File: src/sv/tcsm_pkg.sv
`default_nettype none

package tcsm_pkg;

    // Field widths
    localparam int SEQ_W    = 32;
    localparam int FLAGS_W  = 3;
    localparam int REQ_W    = 2;
    localparam int STATE_W  = 4;
    localparam int CFG_IDX_W = 2;

    // Default depth of the queue between front and back
    localparam int QUEUE_DEPTH = 2;

    // Request types
    localparam logic [REQ_W-1:0] REQ_SEGMENT = 2'd0;
    localparam logic [REQ_W-1:0] REQ_ACTIVE  = 2'd1;
    localparam logic [REQ_W-1:0] REQ_PASSIVE = 2'd2;
    localparam logic [REQ_W-1:0] REQ_CLOSE   = 2'd3;

    // Segment flags
    localparam logic [FLAGS_W-1:0] FL_NONE    = 3'b000;
    localparam logic [FLAGS_W-1:0] FL_FIN     = 3'b001;
    localparam logic [FLAGS_W-1:0] FL_SYN     = 3'b010;
    localparam logic [FLAGS_W-1:0] FL_ACK     = 3'b100;
    localparam logic [FLAGS_W-1:0] FL_SYN_ACK = 3'b110;
    localparam logic [FLAGS_W-1:0] FL_FIN_ACK = 3'b101;

    // Connection states
    localparam logic [STATE_W-1:0] ST_CLOSED         = 4'd0;
    localparam logic [STATE_W-1:0] ST_LISTEN         = 4'd1;
    localparam logic [STATE_W-1:0] ST_SYN_SENT       = 4'd2;
    localparam logic [STATE_W-1:0] ST_SYN_RECV       = 4'd3;
    localparam logic [STATE_W-1:0] ST_ESTABLISHED    = 4'd4;
    localparam logic [STATE_W-1:0] ST_FIN_WAIT_1     = 4'd5;
    localparam logic [STATE_W-1:0] ST_FIN_WAIT_2     = 4'd6;
    localparam logic [STATE_W-1:0] ST_CLOSING        = 4'd7;
    localparam logic [STATE_W-1:0] ST_CLOSE_WAIT     = 4'd8;
    localparam logic [STATE_W-1:0] ST_WAIT_FINAL_ACK = 4'd9;

    // Configuration register indexes and reset values
    localparam logic [CFG_IDX_W-1:0] CFG_CLIENT_ISS = 2'd0;
    localparam logic [CFG_IDX_W-1:0] CFG_SERVER_ISS = 2'd1;
    localparam logic [CFG_IDX_W-1:0] CFG_CLOSE_SEQ  = 2'd2;

    localparam logic [SEQ_W-1:0] CLIENT_ISS_RST = 32'd0;
    localparam logic [SEQ_W-1:0] SERVER_ISS_RST = 32'd0;
    localparam logic [SEQ_W-1:0] CLOSE_SEQ_RST  = 32'd1;

    // Input word
    typedef struct packed {
        logic [REQ_W-1:0]   req_type;
        logic [FLAGS_W-1:0] seg_flags;
        logic [SEQ_W-1:0]   seg_seq;
        logic [SEQ_W-1:0]   seg_ack;
    } req_t;

    // Result word
    typedef struct packed {
        logic               send_valid;
        logic [FLAGS_W-1:0] send_flags;
        logic [SEQ_W-1:0]   send_seq;
        logic [SEQ_W-1:0]   send_ack;
        logic [STATE_W-1:0] conn_status;
        logic               became_established;
        logic               last_result;
    } rsp_t;

    // Queue entry: first result plus a flag for the automatic FIN that follows
    typedef struct packed {
        rsp_t rsp;
        logic auto_fin;
    } entry_t;

endpackage

`default_nettype wire

File: src/sv/tcsm_front.sv
`default_nettype none

module tcsm_front
(
    input  wire                               clk,
    input  wire                               rst_n,
    input  wire                               accept,
    input  tcsm_pkg::req_t                    req,
    input  wire                               cfg_we,
    input  wire  [tcsm_pkg::CFG_IDX_W-1:0]    cfg_index,
    input  wire  [tcsm_pkg::SEQ_W-1:0]        cfg_data,
    output tcsm_pkg::entry_t                  entry
);

    logic [tcsm_pkg::STATE_W-1:0] state_reg;
    logic [tcsm_pkg::STATE_W-1:0] state_next;
    logic [tcsm_pkg::SEQ_W-1:0]   client_iss_reg;
    logic [tcsm_pkg::SEQ_W-1:0]   server_iss_reg;
    logic [tcsm_pkg::SEQ_W-1:0]   close_seq_reg;
    logic [tcsm_pkg::SEQ_W-1:0]   seq_inc;
    logic [tcsm_pkg::SEQ_W-1:0]   close_inc;

    // Configuration registers
    always_ff @(posedge clk or negedge rst_n)
    begin
        if (!rst_n)
        begin
            client_iss_reg <= tcsm_pkg::CLIENT_ISS_RST;
            server_iss_reg <= tcsm_pkg::SERVER_ISS_RST;
            close_seq_reg  <= tcsm_pkg::CLOSE_SEQ_RST;
        end
        else if (cfg_we)
        begin
            case (cfg_index)
                tcsm_pkg::CFG_CLIENT_ISS: client_iss_reg <= cfg_data;
                tcsm_pkg::CFG_SERVER_ISS: server_iss_reg <= cfg_data;
                tcsm_pkg::CFG_CLOSE_SEQ:  close_seq_reg  <= cfg_data;
                default: ;
            endcase
        end
    end

    assign seq_inc   = req.seg_seq + 32'd1;
    assign close_inc = close_seq_reg + 32'd1;

    // Classify the request and work out the first result word
    always_comb
    begin
        state_next                   = state_reg;
        entry                        = '0;
        entry.rsp.last_result        = 1'b1;
        case (req.req_type)
            tcsm_pkg::REQ_ACTIVE:
            begin
                if (state_reg == tcsm_pkg::ST_CLOSED)
                begin
                    entry.rsp.send_valid = 1'b1;
                    entry.rsp.send_flags = tcsm_pkg::FL_SYN;
                    entry.rsp.send_seq   = client_iss_reg;
                    state_next           = tcsm_pkg::ST_SYN_SENT;
                end
            end
            tcsm_pkg::REQ_PASSIVE:
            begin
                if (state_reg == tcsm_pkg::ST_CLOSED)
                    state_next = tcsm_pkg::ST_LISTEN;
            end
            tcsm_pkg::REQ_CLOSE:
            begin
                if (state_reg == tcsm_pkg::ST_ESTABLISHED ||
                    state_reg == tcsm_pkg::ST_CLOSE_WAIT)
                begin
                    entry.rsp.send_valid = 1'b1;
                    entry.rsp.send_flags = tcsm_pkg::FL_FIN_ACK;
                    entry.rsp.send_seq   = close_seq_reg;
                    state_next = (state_reg == tcsm_pkg::ST_ESTABLISHED) ?
                                 tcsm_pkg::ST_FIN_WAIT_1 : tcsm_pkg::ST_WAIT_FINAL_ACK;
                end
            end
            default:
            begin
                // received segment
                case (state_reg)
                    tcsm_pkg::ST_LISTEN:
                    begin
                        if (req.seg_flags == tcsm_pkg::FL_SYN)
                        begin
                            entry.rsp.send_valid = 1'b1;
                            entry.rsp.send_flags = tcsm_pkg::FL_SYN_ACK;
                            entry.rsp.send_seq   = server_iss_reg;
                            entry.rsp.send_ack   = seq_inc;
                            state_next           = tcsm_pkg::ST_SYN_RECV;
                        end
                    end
                    tcsm_pkg::ST_SYN_RECV:
                    begin
                        if (req.seg_flags == tcsm_pkg::FL_ACK)
                        begin
                            state_next                   = tcsm_pkg::ST_ESTABLISHED;
                            entry.rsp.became_established = 1'b1;
                        end
                    end
                    tcsm_pkg::ST_SYN_SENT:
                    begin
                        if (req.seg_flags == tcsm_pkg::FL_SYN_ACK)
                        begin
                            entry.rsp.send_valid         = 1'b1;
                            entry.rsp.send_flags         = tcsm_pkg::FL_ACK;
                            entry.rsp.send_seq           = req.seg_ack;
                            entry.rsp.send_ack           = seq_inc;
                            state_next                   = tcsm_pkg::ST_ESTABLISHED;
                            entry.rsp.became_established = 1'b1;
                        end
                    end
                    tcsm_pkg::ST_ESTABLISHED:
                    begin
                        // peer close: ACK now, our FIN follows from the back end
                        if (req.seg_flags == tcsm_pkg::FL_FIN_ACK)
                        begin
                            entry.rsp.send_valid  = 1'b1;
                            entry.rsp.send_flags  = tcsm_pkg::FL_ACK;
                            entry.rsp.send_seq    = close_seq_reg;
                            entry.rsp.send_ack    = seq_inc;
                            entry.rsp.conn_status = tcsm_pkg::ST_CLOSE_WAIT;
                            entry.rsp.last_result = 1'b0;
                            entry.auto_fin        = 1'b1;
                            state_next            = tcsm_pkg::ST_WAIT_FINAL_ACK;
                        end
                    end
                    tcsm_pkg::ST_FIN_WAIT_1:
                    begin
                        if (req.seg_flags == tcsm_pkg::FL_ACK)
                            state_next = tcsm_pkg::ST_FIN_WAIT_2;
                        else if (req.seg_flags == tcsm_pkg::FL_FIN_ACK)
                        begin
                            entry.rsp.send_valid = 1'b1;
                            entry.rsp.send_flags = tcsm_pkg::FL_ACK;
                            entry.rsp.send_seq   = close_inc;
                            entry.rsp.send_ack   = seq_inc;
                            state_next           = tcsm_pkg::ST_CLOSING;
                        end
                    end
                    tcsm_pkg::ST_FIN_WAIT_2:
                    begin
                        if (req.seg_flags == tcsm_pkg::FL_FIN_ACK)
                        begin
                            entry.rsp.send_valid = 1'b1;
                            entry.rsp.send_flags = tcsm_pkg::FL_ACK;
                            entry.rsp.send_seq   = req.seg_ack;
                            entry.rsp.send_ack   = seq_inc;
                            state_next           = tcsm_pkg::ST_CLOSED;
                        end
                    end
                    tcsm_pkg::ST_CLOSING,
                    tcsm_pkg::ST_WAIT_FINAL_ACK:
                    begin
                        if (req.seg_flags == tcsm_pkg::FL_ACK)
                            state_next = tcsm_pkg::ST_CLOSED;
                    end
                    default: ;
                endcase
            end
        endcase
        if (!entry.auto_fin)
            entry.rsp.conn_status = state_next;
    end

    // Connection state
    always_ff @(posedge clk or negedge rst_n)
    begin
        if (!rst_n)
            state_reg <= tcsm_pkg::ST_CLOSED;
        else if (accept)
            state_reg <= state_next;
    end

`ifndef ASSERT_OFF
    // state never leaves the defined codes
    a_state_range: assert property (@(posedge clk) disable iff (!rst_n)
        state_reg <= tcsm_pkg::ST_WAIT_FINAL_ACK)
        else $error("connection state out of range");

    // the automatic FIN is only scheduled on the way to the final ACK wait
    a_auto_fin_state: assert property (@(posedge clk) disable iff (!rst_n)
        accept && entry.auto_fin |=> state_reg == tcsm_pkg::ST_WAIT_FINAL_ACK)
        else $error("automatic FIN without final ACK wait");
`endif

endmodule

`default_nettype wire

File: src/sv/tcsm_fifo.sv
`default_nettype none

module tcsm_fifo
#(
    parameter int DEPTH = tcsm_pkg::QUEUE_DEPTH
)
(
    input  wire                clk,
    input  wire                rst_n,
    input  wire                push,
    input  tcsm_pkg::entry_t   push_data,
    input  wire                pop,
    output tcsm_pkg::entry_t   pop_data,
    output logic               full,
    output logic               empty
);

    localparam int PTR_W = (DEPTH > 1) ? $clog2(DEPTH) : 1;
    localparam int CNT_W = $clog2(DEPTH + 1);

    tcsm_pkg::entry_t     mem_reg [DEPTH];
    logic [PTR_W-1:0]     wr_ptr_reg;
    logic [PTR_W-1:0]     rd_ptr_reg;
    logic [CNT_W-1:0]     count_reg;

    assign full     = (count_reg == CNT_W'(DEPTH));
    assign empty    = (count_reg == '0);
    assign pop_data = mem_reg[rd_ptr_reg];

    // storage, no reset
    always_ff @(posedge clk)
    begin
        if (push)
            mem_reg[wr_ptr_reg] <= push_data;
    end

    // pointers and fill level
    always_ff @(posedge clk or negedge rst_n)
    begin
        if (!rst_n)
        begin
            wr_ptr_reg <= '0;
            rd_ptr_reg <= '0;
            count_reg  <= '0;
        end
        else
        begin
            if (push)
                wr_ptr_reg <= (wr_ptr_reg == PTR_W'(DEPTH - 1)) ? '0 : wr_ptr_reg + 1'b1;
            if (pop)
                rd_ptr_reg <= (rd_ptr_reg == PTR_W'(DEPTH - 1)) ? '0 : rd_ptr_reg + 1'b1;
            if (push && !pop)
                count_reg <= count_reg + 1'b1;
            else if (pop && !push)
                count_reg <= count_reg - 1'b1;
        end
    end

`ifndef ASSERT_OFF
    // no overflow or underflow of the queue
    a_no_overflow: assert property (@(posedge clk) disable iff (!rst_n)
        !(push && full && !pop) && !(pop && empty))
        else $error("queue overflow or underflow");
`endif

endmodule

`default_nettype wire

File: src/sv/tcsm_back.sv
`default_nettype none

module tcsm_back
(
    input  wire                clk,
    input  wire                rst_n,
    input  tcsm_pkg::entry_t   q_data,
    input  wire                q_empty,
    output logic               q_pop,
    output logic               rsp_valid,
    input  wire                rsp_stall,
    output tcsm_pkg::rsp_t     rsp
);

    logic                        out_valid_reg;
    tcsm_pkg::rsp_t              out_reg;
    logic                        fin_pend_reg;
    logic [tcsm_pkg::SEQ_W-1:0]  fin_seq_reg;
    logic                        load;

    // output register is free when empty or its word is being taken
    assign load      = !out_valid_reg || !rsp_stall;
    assign q_pop     = load && !fin_pend_reg && !q_empty;
    assign rsp_valid = out_valid_reg;
    assign rsp       = out_reg;

    // control
    always_ff @(posedge clk or negedge rst_n)
    begin
        if (!rst_n)
        begin
            out_valid_reg <= 1'b0;
            fin_pend_reg  <= 1'b0;
        end
        else if (load)
        begin
            if (fin_pend_reg)
            begin
                out_valid_reg <= 1'b1;
                fin_pend_reg  <= 1'b0;
            end
            else
            begin
                out_valid_reg <= !q_empty;
                fin_pend_reg  <= !q_empty && q_data.auto_fin;
            end
        end
    end

    // output word and the held FIN sequence number
    always_ff @(posedge clk)
    begin
        if (load)
        begin
            if (fin_pend_reg)
            begin
                out_reg.send_valid         <= 1'b1;
                out_reg.send_flags         <= tcsm_pkg::FL_FIN_ACK;
                out_reg.send_seq           <= fin_seq_reg;
                out_reg.send_ack           <= '0;
                out_reg.conn_status        <= tcsm_pkg::ST_WAIT_FINAL_ACK;
                out_reg.became_established <= 1'b0;
                out_reg.last_result        <= 1'b1;
            end
            else if (!q_empty)
            begin
                out_reg     <= q_data.rsp;
                fin_seq_reg <= q_data.rsp.send_seq;
            end
        end
    end

`ifndef ASSERT_OFF
    // a pending FIN always sits behind a word in the output register
    a_pend_has_word: assert property (@(posedge clk) disable iff (!rst_n)
        fin_pend_reg |-> out_valid_reg && !out_reg.last_result)
        else $error("pending FIN without first word");

    // after a non-final word is taken, the final one is shown next
    a_second_follows: assert property (@(posedge clk) disable iff (!rst_n)
        out_valid_reg && !rsp_stall && !out_reg.last_result
        |=> out_valid_reg && out_reg.last_result)
        else $error("second result missing");
`endif

endmodule

`default_nettype wire

File: src/sv/tcp_connection_state_machine_core.sv
`default_nettype none

// TCP connection state machine for one connection, control segments only.
// A request word (received segment, active open, passive open or close) is
// taken in every cycle while req_stall is low; req_stall rises only when the
// QUEUE_DEPTH-entry queue between the front end and the output stage is full.
// The front end updates the connection state in the cycle of acceptance, so
// requests may follow each other back to back. Each request yields one
// result word, which goes through the queue and then the output register
// before it appears on rsp; a FIN+ACK received in ESTABLISHED yields two
// (an ACK, then our own FIN+ACK), and the output stage pops no queue entry
// while our FIN+ACK is pending, so a run of those can fill the queue and
// stall requests. Registers are written through cfg_we, cfg_index and
// cfg_data and should be changed only while no request is in flight.
module tcp_connection_state_machine_core
#(
    parameter int QUEUE_DEPTH = tcsm_pkg::QUEUE_DEPTH
)
(
    input  wire                               clk,
    input  wire                               rst_n,
    input  wire                               req_valid,
    output logic                              req_stall,
    input  tcsm_pkg::req_t                    req,
    output logic                              rsp_valid,
    input  wire                               rsp_stall,
    output tcsm_pkg::rsp_t                    rsp,
    input  wire                               cfg_we,
    input  wire  [tcsm_pkg::CFG_IDX_W-1:0]    cfg_index,
    input  wire  [tcsm_pkg::SEQ_W-1:0]        cfg_data
);

    logic               accept;
    logic               q_full;
    logic               q_empty;
    logic               q_pop;
    tcsm_pkg::entry_t   front_entry;
    tcsm_pkg::entry_t   q_data;

    assign req_stall = q_full;
    assign accept    = req_valid && !q_full;

    // request decode and state update
    tcsm_front u_front
    (
        .clk       (clk),
        .rst_n     (rst_n),
        .accept    (accept),
        .req       (req),
        .cfg_we    (cfg_we),
        .cfg_index (cfg_index),
        .cfg_data  (cfg_data),
        .entry     (front_entry)
    );

    // queue between front end and output stage
    tcsm_fifo
    #(
        .DEPTH (QUEUE_DEPTH)
    )
    u_fifo
    (
        .clk       (clk),
        .rst_n     (rst_n),
        .push      (accept),
        .push_data (front_entry),
        .pop       (q_pop),
        .pop_data  (q_data),
        .full      (q_full),
        .empty     (q_empty)
    );

    // result words out
    tcsm_back u_back
    (
        .clk       (clk),
        .rst_n     (rst_n),
        .q_data    (q_data),
        .q_empty   (q_empty),
        .q_pop     (q_pop),
        .rsp_valid (rsp_valid),
        .rsp_stall (rsp_stall),
        .rsp       (rsp)
    );

endmodule

`default_nettype wire
File: config.mk
export PLATFORM = sky130hd
export DESIGN_NAME = tcp_connection_state_machine_core
export DESIGN_NICKNAME = d
export VERILOG_FILES = /design/src/sv/tcsm_pkg.sv /design/src/sv/tcsm_front.sv /design/src/sv/tcsm_fifo.sv /design/src/sv/tcsm_back.sv /design/src/sv/tcp_connection_state_machine_core.sv
export SDC_FILE = /design/constraint.sdc
export NUM_CORES = 1
export LEC_CHECK = 0
export BUFFER_PORTS_ARGS = -buffer_cell sky130_fd_sc_hd__buf_2
export CAP_MARGIN = 20
export CORE_UTILIZATION = 40
export DETAILED_ROUTE_END_ITERATION = 10
export PLACE_DENSITY = 0.57
export SETUP_SLACK_MARGIN = 0.05
export SLEW_MARGIN = 10
export SYNTH_ARGS = -nofsm -noshare
export SYNTH_HDL_FRONTEND = slang
export SYNTH_SLANG_ARGS = --single-unit
File: constraint.sdc
create_clock -name clk -period 6.7 [get_ports clk]
set_input_delay 0.67 -clock clk [delete_from_list [all_inputs] [get_ports clk]]
set_output_delay 0.67 -clock clk [all_outputs]
set_load 0.1 [all_outputs]
* Yosys cells after proc, flatten, opt, wreduce, memory -nomap -nowiden
Memories as Yosys holds them, arrays and structs flattened.
Index checks and enable logic that the tools add are counted.
Widths: inputs -> output; s select.
** Storage, ports and cells
- Bits in registers :: 212
- Memory bits (read-only) :: 0
- Memories :: 1
- Input port bits :: 108
- Output and inout port bits :: 76
- Word-level logic and storage cells :: 114
- Memory bits (writable) :: 150
- Bits in latches :: 0
** Operators by class
- Shift operators :: 0
- Multiply operators :: 0
- Mux-type cells :: 42
- Reductions and logical operators :: 26
- $lt $le $gt $ge :: 0
- Divide/modulo/power cells :: 0
- $add $sub $neg :: 6
- Equal/unequal tests :: 20
- Bitwise logic cells :: 2
** Memory list
- u_fifo.mem_reg :: depth 2, width 75, rd ports 1, clocked after memory_dff 0, wr ports 1, line tcsm_fifo.sv:21 : tcsm_pkg::entry_t mem_reg [DEPTH];
** Operator list (number)
- $mux 68 :: 5
- $pmux 68 s5 :: 1
- $pmux 36 s3 :: 1
- $mux 74 :: 1
- $mux 36 :: 2
- $mux 72 :: 1
- $mux 70 :: 1
- $add 32x1->32 const B :: 2
- $mux 4 :: 14
- $mux 39 :: 1
- $pmux 4 s7 :: 1
- $eq 4x3->1 const B :: 4
- $pmux 4 s3 :: 1
- $eq 3x3->1 const B :: 3
- $eq 2x2->1 const B :: 4
- $eq 4x2->1 const B :: 2
- $eq 4x4->1 const B :: 2
- $mux 1 :: 8
- $mux 2 :: 4
- $reduce_and 2->1 :: 4
- $logic_not 1->1 :: 7
- $logic_and 1x1->1 :: 6
- $eq 2x1->1 const B :: 2
- $eq 4x1->1 const B :: 1
- 14 further kinds :: 18

* Logic depth before layout (Yosys ltp)
- Depth in word-level cells :: 7
- Mapped depth :: 9
- Gate-level depth less buffers :: 7

* By module
A second synthesis with hierarchy kept.
** Unflattened totals
- Cell total of the unflattened synthesis :: 1147
- Area, all modules :: 16567.1 um2
** By module, submodules not included
- tcsm_front :: cells each 699, instances 1, area an instance 6810.3 um2, sequential area each 2503.7 um2
- tcsm_fifo :: cells each 249, instances 1, area an instance 5753.0 um2, sequential area each 4604.4 um2
- tcsm_back :: cells each 198, instances 1, area an instance 3990.1 um2, sequential area each 3233.1 um2
- tcp_connection_state_machine_core :: cells each 1, instances 1, area an instance 13.8 um2, sequential area each 0.0 um2

* Worst setup path before layout
Ideal clock, no wire load.
- Kind :: register to register
- From :: register u_back.fin_pend_reg
- To :: register u_back.out_reg, in the netlist u_back.rsp[0] (enable)
- Setup time :: 531 ps
- Slack :: 1387 ps
- Buffers on the path :: 3
- Period minus slack after synthesis :: 5313 ps
- Data required time :: 6169 ps
- Stages on the path, launching flop included :: 6
- Arrival :: 4782 ps
- Cell sequence :: dfrtp_1 > clkbuf_1 > buf_1 > clkbuf_1 > nor3_1 > a21oi_1
** On the way
- Cells in the longest elaborated chain, start to end :: 2
** Ends and longest elaborated chain
- start, declared :: line tcsm_back.sv:17 : logic fin_pend_reg;
- start signal, assigned :: line tcsm_back.sv:45 : fin_pend_reg <= !q_empty && q_data.auto_fin;
- $ne 2x2->1 (no line)
- $reduce_and 2->1 (no line)
- end signal, assigned :: line tcsm_back.sv:67 : out_reg <= q_data.rsp;
- end, declared :: line tcsm_back.sv:16 : tcsm_pkg::rsp_t out_reg;
No other way between the ends.
A chain may end at the register's enable or synchronous reset.

==> impl_metrics.json <==
{
  "status": "complete, but fails checks",
  "violations": "DRC",
  "synth.most_common_cell": "edfxtp_1",
  "top_level_ports": 184,
  "cts-root-buf": "clkbuf_16",
  "leakagePower_nw": 7.07,
  "slew_headroom": 0.317,
  "async_reset_ff_frac": 0.293,
  "post-route-min-period_ns": 3.08,
  "utilization": 0.474,
  "max_freq_ghz": 0.325,
  "syn_inst": 1134,
  "tightest_slew_ns": 1.02,
  "swShare": 0.417,
  "ys_types": 79,
  "first_pass_iters": 9,
  "rsz0062_at_grt": "false",
  "period_share": 0.459,
  "fin_nets": 1421,
  "layout-drive-gt1-share": 0.331,
  "core_region_area_um2": 39600,
  "routedWlPerCell_um": 20.4,
  "combPwrFrac": 0.376,
  "portBuffers": 183,
  "cap_viol_max_count": 0,
  "hold_viol": 0,
  "drt-vias-per-instance": 5.41,
  "clock_sinks": 362,
  "setup_violations": 0,
  "die_w_um": 202,
  "sequentialPowerShare": 0.395,
  "largest_reg_flops": 150,
  "drtIter0Drc": 773,
  "post_cts_resized": 0,
  "dp_slack_ns": 3.46,
  "die_y_um": 202,
  "finalWorstSetupSlack_ns": 3.62,
  "htree_levels": 2,
  "design_area_um2": 18800,
  "synth_edf_count": 256,
  "dp_hpwl_um": 25100,
  "insertion_delay_ns": 0.54,
  "routabilityCongestion": 0.851,
  "path_max_fanout": 20,
  "fin_tns_setup_ns": 0,
  "synth_seq_cells": 362,
  "p_int_mw": 5.43,
  "cp_slowest_cell": "nor2b_2",
  "die_area_um2": 40900,
  "yosys_warnings": 0,
  "yosysTopAreaCellShare": 0.479,
  "path_class": "register to register",
  "grt_max_degree": 76,
  "cts_setup_buffers": 0,
  "synth_fp_nets": 1245,
  "powerDensity_nw_per_um2": 495,
  "path_delay_family": "simple AND/OR/NAND/NOR gates",
  "p_clk_frac": 0.229,
  "hold_ws_ns": 0.181,
  "finalClockSkew_ns": 0.0280,
  "track_usage": 0.185,
  "final-max-slew-violation-count": 0,
  "syn2layout_area_growth_pct": 17.1,
  "seq_area_frac_synth": 0.644,
  "clkTransAtPathRegs_ns": 0.06,
  "ys.flop_type": "edfxtp_1",
  "placed_cell_area_um2": 17500,
  "net-switching-power_mw": 3.88,
  "num_vias": 10100,
  "cts_buffers": 39,
  "critPathLaunchType": "register",
  "yosys-top-cells-count": "edfxtp_1 (256), mux2_2 (162), dfrtp_1 (105)",
  "crit_arrival_ns": 3.34,
  "cts_tree": "yes",
  "grt_pass1_vias": 9716,
  "grt_pass1_wl_um": 58300,
  "syn_area_um2": 16100,
  "rows": 73,
  "drcViolationCount": 2,
  "hold_path.class": "primary input to asynchronous set/reset pin",
  "ctsLongestPathBuffers": 3,
  "grt_remaining_overflow": 0,
  "peakVddDrop_mv": 0.288,
  "synthTopCellsByArea": "edfxtp_1 (48%), dfrtp_1 (16%), mux2_2 (11%)",
  "cts_hold_buf": 0,
  "yosysTopAreaCell": "edfxtp_1",
  "endpoint_kind": "register",
  "synth_area_per_cell_um2": 14.2,
  "antenna_found_initial": 1,
  "initial_utilization": 0.405,
  "crit_path_max_incr_delay_ns": 0.63,
  "postRouteAntennaNets": 0,
  "required_ns": 6.96,
  "timing.critical_path.buf_inv": 1,
  "worstPathCellList": "or3b_4 > a2111oi_4 > buf_4 > nor2b_2 > a222oi_1 > o311ai_0",
  "wl_um": 38100
}
cell type report:
class                           instances  area (um2)
Multi-Input combinational cell        690        5390
Antenna cell                            1        2.50
Tap cell                              525         657
Sequential cell                       362       10300
Clock buffer                           64        1150
Fill cell                            3524       20800
Inverter                               17        63.8
Clock inverter                          7         115
Timing Repair Buffer                  200        1080
power by group through the flow:
stage          Clock (mW)  Sequential, mW  Combinational, mW
4_1_cts              2.19            3.69               3.53
5_1_grt              2.28            3.76               3.68
6_report             2.13            3.68               3.50
2_1_floorplan           0            5.29               1.22
3_3_place_gp            0            3.72               3.49
3_5_place_dp            0            3.73               3.52
layout by cell type, fill, tap and decap left out, types with 5 or more instances in the layout:
master	instances
a211o_1	12
a21oi_1	23
a221o_1	5
a222oi_1	17
a22o_1	8
a22oi_1	19
a31oi_1	7
and2_1	8
and3_1	10
and4_1	7
buf_2	182
buf_4	16
clkbuf_1	19
clkbuf_16	41
dfrtp_1	103
edfxtp_1	256
inv_1	16
mux2_2	162
mux2i_1	37
nand2_1	49
nand2b_1	6
nand3_1	33
nand3b_1	5
nand4_1	24
nor2_1	81
nor2b_1	6
nor3_1	7
nor4_1	6
o211ai_1	10
o21ai_0	18
o21ai_1	8
or3_1	6
xnor2_1	16
xor2_1	31
cells by family after synthesis:
kind of cell / after synthesis / synth area share
simple gates: 283 / 0.0947
mux: 200 / 0.137
buf+inv: 82 / 0.0232
compound gates: 157 / 0.0728
fa+ha+maj: 3 / 0.00234
xor+xnor: 47 / 0.0256
flops: 362 / 0.644
routing by layer:
layer / share of wire / global-route usage / wire length [um] / up-vias
li1: - / - / - / 4707
met1: 0.49 / 0.280 / 18500 / 5015
met2: 0.44 / 0.274 / 16800 / 317
met3: 0.052 / 0.0274 / 1970 / 55
met4: 0.020 / 0.0524 / 761 / 0
met5: 0 / 0 / 0 / -
final timing paths:
kind	from	to	slack [ns]	cells past startpoint
hold / removal	rst_n	u_front.state_reg[2]$_DFFE_PN0P_	0.18	1
min in group clk	cfg_data[30]	u_front.close_seq_reg[30]$_DFFE_PN0P_	0.39	2
setup / recovery	u_front.state_reg[2]$_DFFE_PN0P_	u_fifo.mem_reg[1][59]$_DFFE_PP_	3.62	6
setup reg to reg	u_front.state_reg[2]$_DFFE_PN0P_	u_fifo.mem_reg[1][59]$_DFFE_PP_	3.62	6
max in group asynchronous	rst_n	u_front.server_iss_reg[18]$_DFFE_PN0P_	5.29	2
hold reg to reg	u_front.server_iss_reg[14]$_DFFE_PN0P_	u_front.server_iss_reg[14]$_DFFE_PN0P_	0.50	1
per-stage QoR:
stage                     power, mW  instances
final                          9.31       1866
after global placement         7.20       1792
after CTS                      9.41       1864
after floorplan                6.51       1134
after global routing           9.71       1866
after detailed placement       7.25       1793
(Power assumes the default switching activity.)
